**config.mk**
```make
export PLATFORM = sky130hd
export DESIGN_NAME = double_exp_smoothing_trend_top
export DESIGN_NICKNAME = d
export VERILOG_FILES = /design/src/sv/dest_pkg.sv /design/src/sv/double_exp_smoothing_trend_top.sv /design/src/sv/dest_div.sv /design/src/sv/dest_dp.sv /design/src/sv/dest_ctrl.sv
export SDC_FILE = /design/constraint.sdc
export NUM_CORES = 2
export LEC_CHECK = 0
export ABC_AREA = 0
export CORE_ASPECT_RATIO = 2
export CORE_MARGIN = 2
export CORE_UTILIZATION = 40
export CTS_CLUSTER_DIAMETER = 40
export DETAILED_ROUTE_END_ITERATION = 7
export DONT_BUFFER_PORTS = 1
export GPL_TIMING_DRIVEN = 0
export PLACE_DENSITY = 0.65
export SLEW_MARGIN = 20
export SYNTH_ARGS = -nofsm -noshare
export SYNTH_HDL_FRONTEND = slang
export SYNTH_HIERARCHICAL = 1
export SYNTH_SLANG_ARGS = --single-unit
```
**constraint.sdc**
```tcl
create_clock -name clk -period 13.4 [get_ports clk]
set_input_delay 1.34 -clock clk [delete_from_list [all_inputs] [get_ports clk]]
set_output_delay 1.34 -clock clk [all_outputs]
set_load 0.1 [all_outputs]
```
**src/sv/dest_pkg.sv**
```systemverilog
// ----------------------------------------------------------------------------
// dest_pkg
// Shared types, constants and helpers for the time-stamped double
// exponential smoothing filter (Q16.16 level and slope, Q0.16 gains).
// ----------------------------------------------------------------------------
package dest_pkg;

  localparam int TIME_BITS = 32;
  localparam int TIME_W    = 32;
  localparam int GAIN_W    = 16;
  localparam int SMP_W     = 16;
  localparam int DATA_W    = 32;
  localparam int FRAC_W    = 16;
  localparam int D_W       = (TIME_BITS < TIME_W) ? TIME_BITS : TIME_W;
  localparam int OP_W      = DATA_W + 1;
  localparam int PROD_W    = 2 * OP_W;
  localparam int ACC_W     = 52;
  localparam int DIV_W     = 49;
  localparam int CNT_W     = $clog2(DIV_W + 1);
  localparam int CLAMP_W   = 41;
  localparam int CFG_IDX_W = 2;

  localparam logic [GAIN_W:0]        ONE_Q16    = 17'd65536;
  localparam logic [CLAMP_W-1:0]     PROD_CLAMP = 41'h100_0000_0000;
  localparam logic signed [ACC_W-1:0] HALF_Q16  = 52'sd32768;
  localparam logic [GAIN_W-1:0]      GAIN_RESET = 16'd6554;

  localparam logic MODE_PRED = 1'b1;

  localparam logic [CFG_IDX_W-1:0] CFG_ALPHA = 2'd0;
  localparam logic [CFG_IDX_W-1:0] CFG_BETA  = 2'd1;

  typedef struct packed {
    logic                     mode;
    logic signed [SMP_W-1:0]  sample;
    logic [TIME_W-1:0]        time_stamp;
  } req_t;

  typedef struct packed {
    logic signed [DATA_W-1:0] level_out;
    logic signed [DATA_W-1:0] slope_out;
    logic [TIME_W-1:0]        time_out;
  } rsp_t;

  typedef enum logic [2:0] {
    MUL_EXT   = 3'd0,
    MUL_ASMP  = 3'd1,
    MUL_AEXT  = 3'd2,
    MUL_BDIFF = 3'd3,
    MUL_BSLP  = 3'd4
  } mul_op_t;

  typedef struct packed {
    logic    cap;
    logic    mul_en;
    mul_op_t mul_op;
    logic    ext_ld;
    logic    res_first;
    logic    t1_ld;
    logic    lvl_ld;
    logic    diff_ld;
    logic    div_start;
    logic    slp_ld;
    logic    out_ld;
    logic    commit;
  } cmd_t;

  typedef struct packed {
    logic pred;
    logic first;
    logic d_zero;
    logic div_busy;
  } sts_t;

  function automatic logic signed [DATA_W-1:0] sat32(input logic signed [ACC_W-1:0] v);
    if ((&v[ACC_W-1:DATA_W-1]) || (~|v[ACC_W-1:DATA_W-1])) begin
      return v[DATA_W-1:0];
    end else if (v[ACC_W-1]) begin
      return {1'b1, {(DATA_W-1){1'b0}}};
    end else begin
      return {1'b0, {(DATA_W-1){1'b1}}};
    end
  endfunction

endpackage

```
**src/sv/double_exp_smoothing_trend_top.sv**
```systemverilog
// ----------------------------------------------------------------------------
// double_exp_smoothing_trend_top
// Time-stamped double exponential smoothing filter (level and per-tick slope).
// ----------------------------------------------------------------------------
// Usage:
//   req channel (req_valid/req_stall/req): one item per sample or query.
//     mode estimate updates the level and slope from sample at time_stamp;
//     mode predict extrapolates the level to time_stamp, state untouched.
//   rsp channel (rsp_valid/rsp_stall/rsp): exactly one item per request,
//     in order, held stable while rsp_stall is high.
//   cfg channel (cfg_valid/cfg_ready/cfg_index/cfg_data): index 0 alpha,
//     index 1 beta, Q0.16. cfg_ready is always high; write only when idle.
// Path from accept to response valid: predict extrapolates only; the first
//   sample sets the level to the sample and the slope to zero; an estimate with
//   no elapsed ticks also blends the level; any other estimate also runs the
//   49-step serial divider and the shared multiplier passes for the slope. One
//   item is processed at a time; req_stall is low only while the sequencer is idle.
// A finished response waits in the output register; the sequencer takes the
// next request while it waits and stalls only at the end of that item if the
// register is still full.
// Reset (rst, synchronous): gains to 6554, level/slope/last time to zero,
// first-sample flag set, both channels empty.
// ----------------------------------------------------------------------------
module double_exp_smoothing_trend_top import dest_pkg::*; (
  input  logic                 clk,
  input  logic                 rst,
  input  logic                 req_valid,
  output logic                 req_stall,
  input  req_t                 req,
  output logic                 rsp_valid,
  input  logic                 rsp_stall,
  output rsp_t                 rsp,
  input  logic                 cfg_valid,
  output logic                 cfg_ready,
  input  logic [CFG_IDX_W-1:0] cfg_index,
  input  logic [GAIN_W-1:0]    cfg_data
);

  cmd_t cmd;
  sts_t sts;

  assign cfg_ready = 1'b1;

  dest_ctrl u_ctrl (
    .clk       (clk),
    .rst       (rst),
    .req_valid (req_valid),
    .req_stall (req_stall),
    .rsp_valid (rsp_valid),
    .rsp_stall (rsp_stall),
    .sts       (sts),
    .cmd       (cmd)
  );

  dest_dp u_dp (
    .clk       (clk),
    .rst       (rst),
    .cmd       (cmd),
    .sts       (sts),
    .req       (req),
    .cfg_we    (cfg_valid && cfg_ready),
    .cfg_index (cfg_index),
    .cfg_data  (cfg_data),
    .rsp       (rsp)
  );

endmodule

```
**src/sv/dest_div.sv**
```systemverilog
// ----------------------------------------------------------------------------
// dest_div
// Serial restoring divider, one quotient bit per cycle. Divides the
// magnitude of a signed numerator by the elapsed ticks, rounding to nearest
// with halves away from zero, and returns the signed quotient.
// ----------------------------------------------------------------------------
module dest_div import dest_pkg::*; (
  input  logic                    clk,
  input  logic                    rst,
  input  logic                    start,
  input  logic signed [ACC_W-1:0] num,
  input  logic [D_W-1:0]          dvs,
  output logic                    busy,
  output logic signed [ACC_W-1:0] quo
);

  logic [DIV_W-1:0] dvd;
  logic [D_W-1:0]   rem;
  logic [CNT_W-1:0] cnt;
  logic             neg;
  logic [ACC_W-1:0] mag;
  logic [D_W:0]     r_sh;
  logic             q_bit;
  logic [ACC_W-1:0] q_ext;

  assign mag   = num[ACC_W-1] ? ACC_W'(-num) : ACC_W'(num);
  assign r_sh  = {rem, dvd[DIV_W-1]};
  assign q_bit = (r_sh >= {1'b0, dvs});
  assign q_ext = ACC_W'(dvd);
  assign quo   = neg ? -$signed(q_ext) : $signed(q_ext);

  always_ff @(posedge clk) begin
    if (rst) begin
      busy <= 1'b0;
      cnt  <= '0;
    end else if (start) begin
      busy <= 1'b1;
      cnt  <= CNT_W'(DIV_W);
    end else if (busy) begin
      cnt <= cnt - 1'b1;
      if (cnt == CNT_W'(1)) begin
        busy <= 1'b0;
      end
    end
  end

  always_ff @(posedge clk) begin
    if (start) begin
      dvd <= DIV_W'(mag) + DIV_W'(dvs >> 1);
      rem <= '0;
      neg <= num[ACC_W-1];
    end else if (busy) begin
      dvd <= {dvd[DIV_W-2:0], q_bit};
      rem <= q_bit ? D_W'(r_sh - {1'b0, dvs}) : r_sh[D_W-1:0];
    end
  end

endmodule

```
**src/sv/dest_dp.sv**
```systemverilog
// ----------------------------------------------------------------------------
// dest_dp
// Datapath: gain registers, filter state, one shared registered multiplier,
// the serial divider and the rounding/saturation logic.
// ----------------------------------------------------------------------------
module dest_dp import dest_pkg::*; (
  input  logic                 clk,
  input  logic                 rst,
  input  cmd_t                 cmd,
  output sts_t                 sts,
  input  req_t                 req,
  input  logic                 cfg_we,
  input  logic [CFG_IDX_W-1:0] cfg_index,
  input  logic [GAIN_W-1:0]    cfg_data,
  output rsp_t                 rsp
);

  logic [GAIN_W-1:0]        alpha;
  logic [GAIN_W-1:0]        beta;
  logic                     first_flag;
  logic signed [DATA_W-1:0] level;
  logic signed [DATA_W-1:0] slope;
  logic [TIME_W-1:0]        last_time;

  req_t                     cur;
  logic [D_W-1:0]           d;
  logic [DATA_W-1:0]        smag;
  logic signed [PROD_W-1:0] prod;
  logic signed [DATA_W-1:0] ext;
  logic signed [DATA_W-1:0] t1;
  logic signed [OP_W-1:0]   diff;
  logic signed [DATA_W-1:0] res_level;
  logic signed [DATA_W-1:0] res_slope;

  logic signed [OP_W-1:0]   mul_a;
  logic signed [OP_W-1:0]   mul_b;
  logic signed [ACC_W-1:0]  prod_lo;
  logic [2*DATA_W-1:0]      p_mag;
  logic [CLAMP_W-1:0]       pc;
  logic signed [ACC_W-1:0]  pc_s;
  logic signed [ACC_W-1:0]  lvl_s;
  logic signed [ACC_W-1:0]  ext_sum;
  logic signed [ACC_W-1:0]  mix_sum;
  logic signed [ACC_W-1:0]  acc_sum;
  logic signed [ACC_W-1:0]  quo;
  logic                     div_busy;

  dest_div u_div (
    .clk   (clk),
    .rst   (rst),
    .start (cmd.div_start),
    .num   (prod_lo),
    .dvs   (d),
    .busy  (div_busy),
    .quo   (quo)
  );

  assign sts.pred     = (cur.mode == MODE_PRED);
  assign sts.first    = first_flag;
  assign sts.d_zero   = (d == '0);
  assign sts.div_busy = div_busy;

  always_comb begin
    mul_a = '0;
    mul_b = '0;
    unique case (cmd.mul_op)
      MUL_EXT: begin
        mul_a = $signed({1'b0, smag});
        mul_b = $signed(OP_W'(d));
      end
      MUL_ASMP: begin
        mul_a = $signed({{(OP_W-GAIN_W){1'b0}}, alpha});
        mul_b = $signed({{(OP_W-SMP_W){cur.sample[SMP_W-1]}}, cur.sample});
      end
      MUL_AEXT: begin
        mul_a = $signed(OP_W'(ONE_Q16 - {1'b0, alpha}));
        mul_b = $signed({ext[DATA_W-1], ext});
      end
      MUL_BDIFF: begin
        mul_a = $signed({{(OP_W-GAIN_W){1'b0}}, beta});
        mul_b = diff;
      end
      MUL_BSLP: begin
        mul_a = $signed(OP_W'(ONE_Q16 - {1'b0, beta}));
        mul_b = $signed({slope[DATA_W-1], slope});
      end
      default: ;
    endcase
  end

  assign prod_lo = $signed(prod[ACC_W-1:0]);

  // slope * elapsed, clamped, then added to the level
  assign p_mag   = prod[2*DATA_W-1:0];
  assign pc      = (p_mag > (2*DATA_W)'(PROD_CLAMP)) ? PROD_CLAMP : p_mag[CLAMP_W-1:0];
  assign pc_s    = $signed(ACC_W'(pc));
  assign lvl_s   = $signed({{(ACC_W-DATA_W){level[DATA_W-1]}}, level});
  assign ext_sum = slope[DATA_W-1] ? (lvl_s - pc_s) : (lvl_s + pc_s);

  assign mix_sum = $signed({{(ACC_W-DATA_W-FRAC_W){t1[DATA_W-1]}}, t1, {FRAC_W{1'b0}}})
                   + prod_lo + HALF_Q16;
  assign acc_sum = quo + prod_lo + HALF_Q16;

  always_ff @(posedge clk) begin
    if (rst) begin
      alpha <= GAIN_RESET;
      beta  <= GAIN_RESET;
    end else if (cfg_we) begin
      priority if (cfg_index == CFG_ALPHA) begin
        alpha <= cfg_data;
      end else if (cfg_index == CFG_BETA) begin
        beta <= cfg_data;
      end
    end
  end

  always_ff @(posedge clk) begin
    if (rst) begin
      first_flag <= 1'b1;
      level      <= '0;
      slope      <= '0;
      last_time  <= '0;
    end else if (cmd.commit) begin
      first_flag <= 1'b0;
      level      <= res_level;
      slope      <= res_slope;
      last_time  <= cur.time_stamp;
    end
  end

  always_ff @(posedge clk) begin
    if (cmd.cap) begin
      cur  <= req;
      d    <= D_W'(req.time_stamp - last_time);
      smag <= slope[DATA_W-1] ? DATA_W'(-slope) : DATA_W'(slope);
    end
    if (cmd.mul_en) begin
      prod <= mul_a * mul_b;
    end
    if (cmd.t1_ld) begin
      t1 <= prod[DATA_W-1:0];
    end
    if (cmd.diff_ld) begin
      diff <= $signed({res_level[DATA_W-1], res_level}) - $signed({level[DATA_W-1], level});
    end
    if (cmd.ext_ld) begin
      ext       <= sat32(ext_sum);
      res_level <= sat32(ext_sum);
      res_slope <= slope;
    end else if (cmd.res_first) begin
      res_level <= {cur.sample, {FRAC_W{1'b0}}};
      res_slope <= '0;
    end else if (cmd.lvl_ld) begin
      res_level <= sat32(mix_sum >>> FRAC_W);
    end else if (cmd.slp_ld) begin
      res_slope <= sat32(acc_sum >>> FRAC_W);
    end
    if (cmd.out_ld) begin
      rsp.level_out <= res_level;
      rsp.slope_out <= res_slope;
      rsp.time_out  <= cur.time_stamp;
    end
  end

endmodule

```
**src/sv/dest_ctrl.sv**
```systemverilog
// ----------------------------------------------------------------------------
// dest_ctrl
// Sequencer: steps the datapath through extrapolation, level blend, slope
// division and slope blend, and owns both channel handshakes.
// ----------------------------------------------------------------------------
module dest_ctrl import dest_pkg::*; (
  input  logic clk,
  input  logic rst,
  input  logic req_valid,
  output logic req_stall,
  output logic rsp_valid,
  input  logic rsp_stall,
  input  sts_t sts,
  output cmd_t cmd
);

  typedef enum logic [13:0] {
    ST_IDLE     = 14'h0001,
    ST_EXT_MUL  = 14'h0002,
    ST_EXT_SUM  = 14'h0004,
    ST_FIRST    = 14'h0008,
    ST_A_SMP    = 14'h0010,
    ST_A_EXT    = 14'h0020,
    ST_MIX      = 14'h0040,
    ST_DIFF     = 14'h0080,
    ST_B_DIFF   = 14'h0100,
    ST_DIV_GO   = 14'h0200,
    ST_DIV_WAIT = 14'h0400,
    ST_B_SLP    = 14'h0800,
    ST_SLOPE    = 14'h1000,
    ST_FINISH   = 14'h2000
  } state_t;

  state_t state;
  state_t state_next;
  logic   out_free;

  assign req_stall = (state != ST_IDLE);
  assign out_free  = !rsp_valid || !rsp_stall;

  always_comb begin
    state_next = state;
    cmd        = '0;
    unique case (state)
      ST_IDLE: begin
        if (req_valid) begin
          cmd.cap    = 1'b1;
          state_next = ST_EXT_MUL;
        end
      end
      ST_EXT_MUL: begin
        cmd.mul_en = 1'b1;
        cmd.mul_op = MUL_EXT;
        state_next = ST_EXT_SUM;
      end
      ST_EXT_SUM: begin
        cmd.ext_ld = 1'b1;
        priority if (sts.pred) begin
          state_next = ST_FINISH;
        end else if (sts.first) begin
          state_next = ST_FIRST;
        end else begin
          state_next = ST_A_SMP;
        end
      end
      ST_FIRST: begin
        cmd.res_first = 1'b1;
        state_next    = ST_FINISH;
      end
      ST_A_SMP: begin
        cmd.mul_en = 1'b1;
        cmd.mul_op = MUL_ASMP;
        state_next = ST_A_EXT;
      end
      ST_A_EXT: begin
        cmd.t1_ld  = 1'b1;
        cmd.mul_en = 1'b1;
        cmd.mul_op = MUL_AEXT;
        state_next = ST_MIX;
      end
      ST_MIX: begin
        cmd.lvl_ld = 1'b1;
        state_next = sts.d_zero ? ST_FINISH : ST_DIFF;
      end
      ST_DIFF: begin
        cmd.diff_ld = 1'b1;
        state_next  = ST_B_DIFF;
      end
      ST_B_DIFF: begin
        cmd.mul_en = 1'b1;
        cmd.mul_op = MUL_BDIFF;
        state_next = ST_DIV_GO;
      end
      ST_DIV_GO: begin
        cmd.div_start = 1'b1;
        state_next    = ST_DIV_WAIT;
      end
      ST_DIV_WAIT: begin
        if (!sts.div_busy) begin
          state_next = ST_B_SLP;
        end
      end
      ST_B_SLP: begin
        cmd.mul_en = 1'b1;
        cmd.mul_op = MUL_BSLP;
        state_next = ST_SLOPE;
      end
      ST_SLOPE: begin
        cmd.slp_ld = 1'b1;
        state_next = ST_FINISH;
      end
      ST_FINISH: begin
        if (out_free) begin
          cmd.out_ld = 1'b1;
          cmd.commit = !sts.pred;
          state_next = ST_IDLE;
        end
      end
      default: state_next = ST_IDLE;
    endcase
  end

  always_ff @(posedge clk) begin
    if (rst) begin
      state     <= ST_IDLE;
      rsp_valid <= 1'b0;
    end else begin
      state <= state_next;
      if (cmd.out_ld) begin
        rsp_valid <= 1'b1;
      end else if (!rsp_stall) begin
        rsp_valid <= 1'b0;
      end
    end
  end

endmodule

```
Word-level counts from Yosys, hierarchy flattened
Index checks and enable logic that the tools add are counted.
- bits in registers: 667
- latch bits: 0
- memory bits (writable): 0
- memory bits (read-only): 0
- bits of input ports: 72
- output and inout bits: 99
- logic and storage cells: 152
- memories: 0
- add/sub/neg operators: 16
- multipliers: 1
- div/mod/pow operators: 0
- order comparisons: 2
- eq/ne operators: 26
- shifts and indexed selects: 0
- muxes and demuxes: 49
- bitwise operators: 1
- reduce and logical (&&, ||, !) cells: 28
- operator list (kind ; count):
    two-way mux 32 bit ; 14
    one-hot mux 33 bit (5 select lines) ; 2
    one-hot mux 14 bit (13 select lines) ; 1
    two-way mux 49 bit ; 3
    adder 52 x 17 -> 52 bit (second input constant) ; 2
    two-way mux 52 bit ; 2
    two-way mux 14 bit ; 5
    greater-than comparator 64 x 41 -> 1 bit (second input constant) ; 1
    multiplier 33 x 33 -> 64 bit ; 1
    subtractor 32 bit ; 2
    adder 48 x 52 -> 52 bit ; 1
    adder 52 bit ; 1
    negation 49 -> 52 bit ; 1
    adder 49 x 31 -> 49 bit ; 1
    negation 49 bit ; 1
    adder 32 x 42 -> 43 bit ; 1
    subtractor 32 x 42 -> 43 bit ; 1
    two-way mux 41 bit ; 1
    subtractor 17 x 16 -> 18 bit (first input constant) ; 2
    >= comparator 33 x 32 -> 1 bit ; 1
    subtractor 32 x 32 -> 33 bit ; 1
    zero test 32 bit ; 1
    negation 32 bit ; 1
    two-way mux 31 bit ; 1
    other kinds (43) ; 75

Depth between registers and ports, before layout
- word-level depth: 12
- mapped depth: 51

Cells and area by module
The synthesis kept the hierarchy.
- by module, submodules not included (module ; instances ; cells each ; area an instance (sq um) ; seq. area each (sq um)):
    dest_dp ; 1 ; 7129 ; 66822.8 ; 15615.0
    dest_div ; 1 ; 1216 ; 9978.3 ; 2282.2
    dest_ctrl ; 1 ; 108 ; 883.3 ; 300.3
    double_exp_smoothing_trend_top ; 1 ; 2 ; 11.3 ; 0.0

Worst setup path before layout
Ideal clock, no wire load.
- path type: register to register
- start: reg u_ctrl.state[8]
- end: reg u_dp.prod[45] (data pin)
- setup time: 0.260 ns
- arrival time: 11.370 ns
- required time: 13.140 ns
- path slack: 1.770 ns
- stages on the path, launching flop included: 47
- buffers on the path: 4
- cells stage by stage: dfxtp_1 or4_4 nor2_1 nand4b_1 inv_1 clkbuf_1 nor3b_1 clkbuf_1 mux2i_1 nand3_1 nand2b_1 nor2_1 xor2_1 mux2i_1 mux2i_1 nor2_1 a21oi_1 o22a_1 (+11 left out) fa_1 inv_1 fa_1 inv_1 ha_1 a21oi_1 nand2_1 a21oi_1 nor2b_1 o41a_1 a211oi_1 o21ai_0 a21o_1 a211o_1 a41oi_1 o221ai_1 a21oi_1 xnor2_1
- RTL lines (element ; line ; text):
    start: declaration ; dest_ctrl.sv:34 ; state_t state;
    start signal: assignment ; dest_ctrl.sv:128 ; state <= state_next;
    end signal: assignment ; dest_dp.sv:138 ; prod <= mul_a * mul_b;
    end: declaration ; dest_dp.sv:28 ; logic signed [PROD_W-1:0] prod;

==> results.cfg <==
[clocking]
tritoncts = done
worstSkewPairLatency_ns = 0.71
clock-root-buffer = clkbuf_16
ctsHtreeMaxLevel = 3
clk_path_buf_depth = 3
cts.clk_slew.worst_paths_ns = 0.07
cts_sinks = 667
ctsHoldBuffers = 0
numCtsBuffers = 70

[grt]
overflow = 0
grt_pass1_wl_mm = 541
gr-usage-all-layers_pct = 40.1
antenna_found_initial = 22
grt_pass1_vias = 70200
grt_max_degree = 50

[worst_setup_path]
crit_type = register to register
start_kind = register
cp_data_arrival_time_ns = 13.78
reg2reg_from = u_ctrl/state[8]
critPathLaunch = u_ctrl/state[8]
crit_end = u_dp/prod[63]
r2r_slack_ns = 0.04
crit_slowest_cell = fa_1
critPathRequiredTime_ns = 13.82
cpPeakStageDelay_ns = 0.82
cp_common_cell = fa_1
reg2reg_depth = 40
cp-end-kind = register
timing.rr.end = u_dp/prod[63]
critPathMaxFanout = 10

[routing]
num_vias = 66700
dr.max_layer_used = met5
drcViolationCount = 0
wl_per_cell_um = 35.2
drt-met1-wl_mm = 112
wl_met2_mm = 200
via_per_inst = 5.94
dr.pass1.iters = 7
dr.first_iter.drc_count = 5333
ant_nets = 0
dr_wl_met3_mm = 22.1
wirelength_mm = 395

[timing]
setup_slack_ns = 0.0446
setup_viol = 0
timing.final.hold_violations = 0
rsz0062_at_grt = false
hold_ws_ns = 0.454
period_share_pct = 99.7
slew_headroom_pct = 12.7
fin_worst_skew_ns = 0.0514
max_freq_ghz = 0.0749
slew_violations = 0
min_period_ns = 13.36
worstMarginPinSlew_ns = 1.31

[logic_synthesis]
synth-async-reset-ratio_pct = 0
netlist_area_mm2 = 0.0777
synth_edf_count = 484
ys_seq_elements = 667
synth_seq_area_share_pct = 23.4
yosysUniqueCellTypes = 119
syn-instance-count = 8455
syn_avg_cell_area_um2 = 9.19
syn-num-nets = 10100
synth_top_flop_cell = edfxtp_1
yosysWarnings = 6

[outcome]
status = finished clean

[job]
cap_violations = 0

[floorplanning]
coreArea_mm2 = 0.193
die-area_mm2 = 0.198
die_h_um = 627
io_pins = 171
die_w_um = 316
fp-row-count = 228
start_util_pct = 40.3

[cells_and_area]
syn2layout_area_growth_pct = 10.3
fin_nets = 10200
drive_above_1_share_pct = 6.72
fin_cells = 11200
final_area_mm2 = 0.0857

[place]
io_buffer_count = 0
place_congestion = 1.12
pre_cts_ws_ns = -3.14
dp_hpwl_mm = 333
dpl_cell_area_mm2 = 0.0824
dp_cells = 11000

[worst_hold_path]
hp-class = register to register
==> timing repair <==
action | 4_1_cts | 5_1_grt
pin swaps | 6 | 6
resized for setup | 91 | 52
setup endpoints to repair | 42 | 20
buffers inserted | 10 | 10
==> area by class of cell <==
class                   count  area [µm²]
fillers                 19100      107000
clock inverters            48         594
flip-flops and latches    667       18200
multi-input cells        6160       53900
inverters                1233        4630
diodes                     31        77.6
repair buffers             86        1440
plain buffers             387        1820
well taps                2530        3170
clock buffers              82        1890
==> critical path, delay by kind of cell, from the launching register on <==
kind | cells | cell delay [ns]
DFF | 1 | 0.39
adders and majority gates | 9 | 4.58
buffers and inverters | 10 | 2.32
AOI/OAI and AO/OA | 10 | 3.01
and+or+nand+nor | 9 | 2.09
muxes | 1 | 0.51
xor gates and xnor gates | 1 | 0.11
==> through the flow <==
| stage | utilization, % | TNS, ns |
|---|---|---|
| 6_report | 44.4 | 0 |
| 5_1_grt | 44.4 | 0 |
| 4_1_cts | 44.2 | 0 |
| 3_5_place_dp | 42.7 | -66.88 |
| 3_3_place_gp | 41.9 | -121.96 |
| 2_1_floorplan | - | 0 |
==> synth_stat cells, types with 35 or more instances <==
| cell | n | area share [%] |
|---|---|---|
| and2_1 | 89 | 0.72 |
| a211oi_1 | 59 | 0.57 |
| nand2_1 | 1053 | 5.1 |
| nor3_1 | 118 | 0.76 |
| dfxtp_1 | 183 | 4.7 |
| a21o_1 | 121 | 1.2 |
| o31ai_1 | 47 | 0.45 |
| o211ai_1 | 45 | 0.43 |
| xnor2_1 | 326 | 3.7 |
| and3_1 | 35 | 0.28 |
| or3_1 | 44 | 0.35 |
| nand3_1 | 81 | 0.52 |
| inv_1 | 1231 | 5.9 |
| xor2_1 | 122 | 1.4 |
| nor4_1 | 44 | 0.35 |
| buf_1 | 37 | 0.18 |
| edfxtp_1 | 484 | 19 |
| a22oi_1 | 41 | 0.40 |
| o21a_1 | 56 | 0.54 |
| o21bai_1 | 38 | 0.37 |
| nand2b_1 | 66 | 0.53 |
| mux2_2 | 46 | 0.67 |
| nand4_1 | 51 | 0.41 |
| ha_1 | 602 | 9.7 |
| nor2_1 | 762 | 3.7 |
| nor2b_1 | 56 | 0.45 |
| o21ai_0 | 279 | 1.8 |
| a21oi_1 | 382 | 2.5 |
| fa_1 | 934 | 24 |
| mux2i_1 | 168 | 2.2 |
| a31oi_1 | 38 | 0.31 |
| clkbuf_1 | 329 | 1.6 |
==> cells in the final DEF, fill, tap and decap left out, types with 51 or more instances in the layout <==
cell,synthesis,layout
a21oi_1,382,372
clkbuf_2,5,84
xor2_1,122,119
nor3_1,118,117
clkbuf_16,0,74
ha_1,602,602
o21a_1,56,56
mux2i_1,168,166
nand4_1,51,51
nor2b_1,56,56
nand3_1,81,79
nor2_1,762,757
dfxtp_1,183,183
inv_1,1231,1230
a21o_1,121,121
edfxtp_1,484,484
a211oi_1,59,57
and2_1,89,89
clkbuf_1,329,229
o21ai_0,279,270
xnor2_1,326,324
fa_1,934,934
nand2_1,1053,1052
nand2b_1,66,66
==> metal layers <==
metal | global-route usage (%) | vias to the layer above
met2 | 71.3 | 3226
met5 | 0 | -
met1 | 33.7 | 33500
li1 | - | 28300
met4 | 49.6 | 8
met3 | 7.82 | 1596
==> registers in the layout, summed over array words and instances (netlist names), 33 cells and up <==
| name | count |
|---|---|
| u_dp/rsp | 96 |
| u_dp/prod | 64 |
| u_dp/u_div/dvd | 49 |
| u_dp/cur | 48 |
| u_dp/diff | 33 |
==> cell families after synthesis <==
family | Yosys count | synth area share (%)
other | 1 | 0.00483
AND/OR/NAND/NOR | 2547 | 14.7
flip-flops | 667 | 23.4
XOR/XNOR | 448 | 5.05
AO/OA/AOI/OAI | 1399 | 11.7
multiplexers | 229 | 3.26
adder cells (fa/ha/maj) | 1536 | 33.8
buffers and inverters | 1628 | 8.06
==> how the worst min path moves through the flow <==
stage	start	to	slack, ns	cells after the start
finish	u_dp/res_slope[23]	u_dp/rsp[55]	0.45	0
global route	u_dp/res_slope[11]	u_dp/rsp[43]	0.46	0
CTS	u_dp/res_slope[11]	u_dp/rsp[43]	0.45	0
detailed placement	u_dp/cur[4]	u_dp/rsp[4]	0.44	0
global placement	u_dp/res_slope[12]	u_dp/rsp[44]	0.43	0
floorplan	u_dp/cur[0]	u_dp/rsp[0]	0.43	0
Power is left out: the tool's default activity adds up to more than one toggle a clock period on the data nets, which glitch-free logic cannot reach.
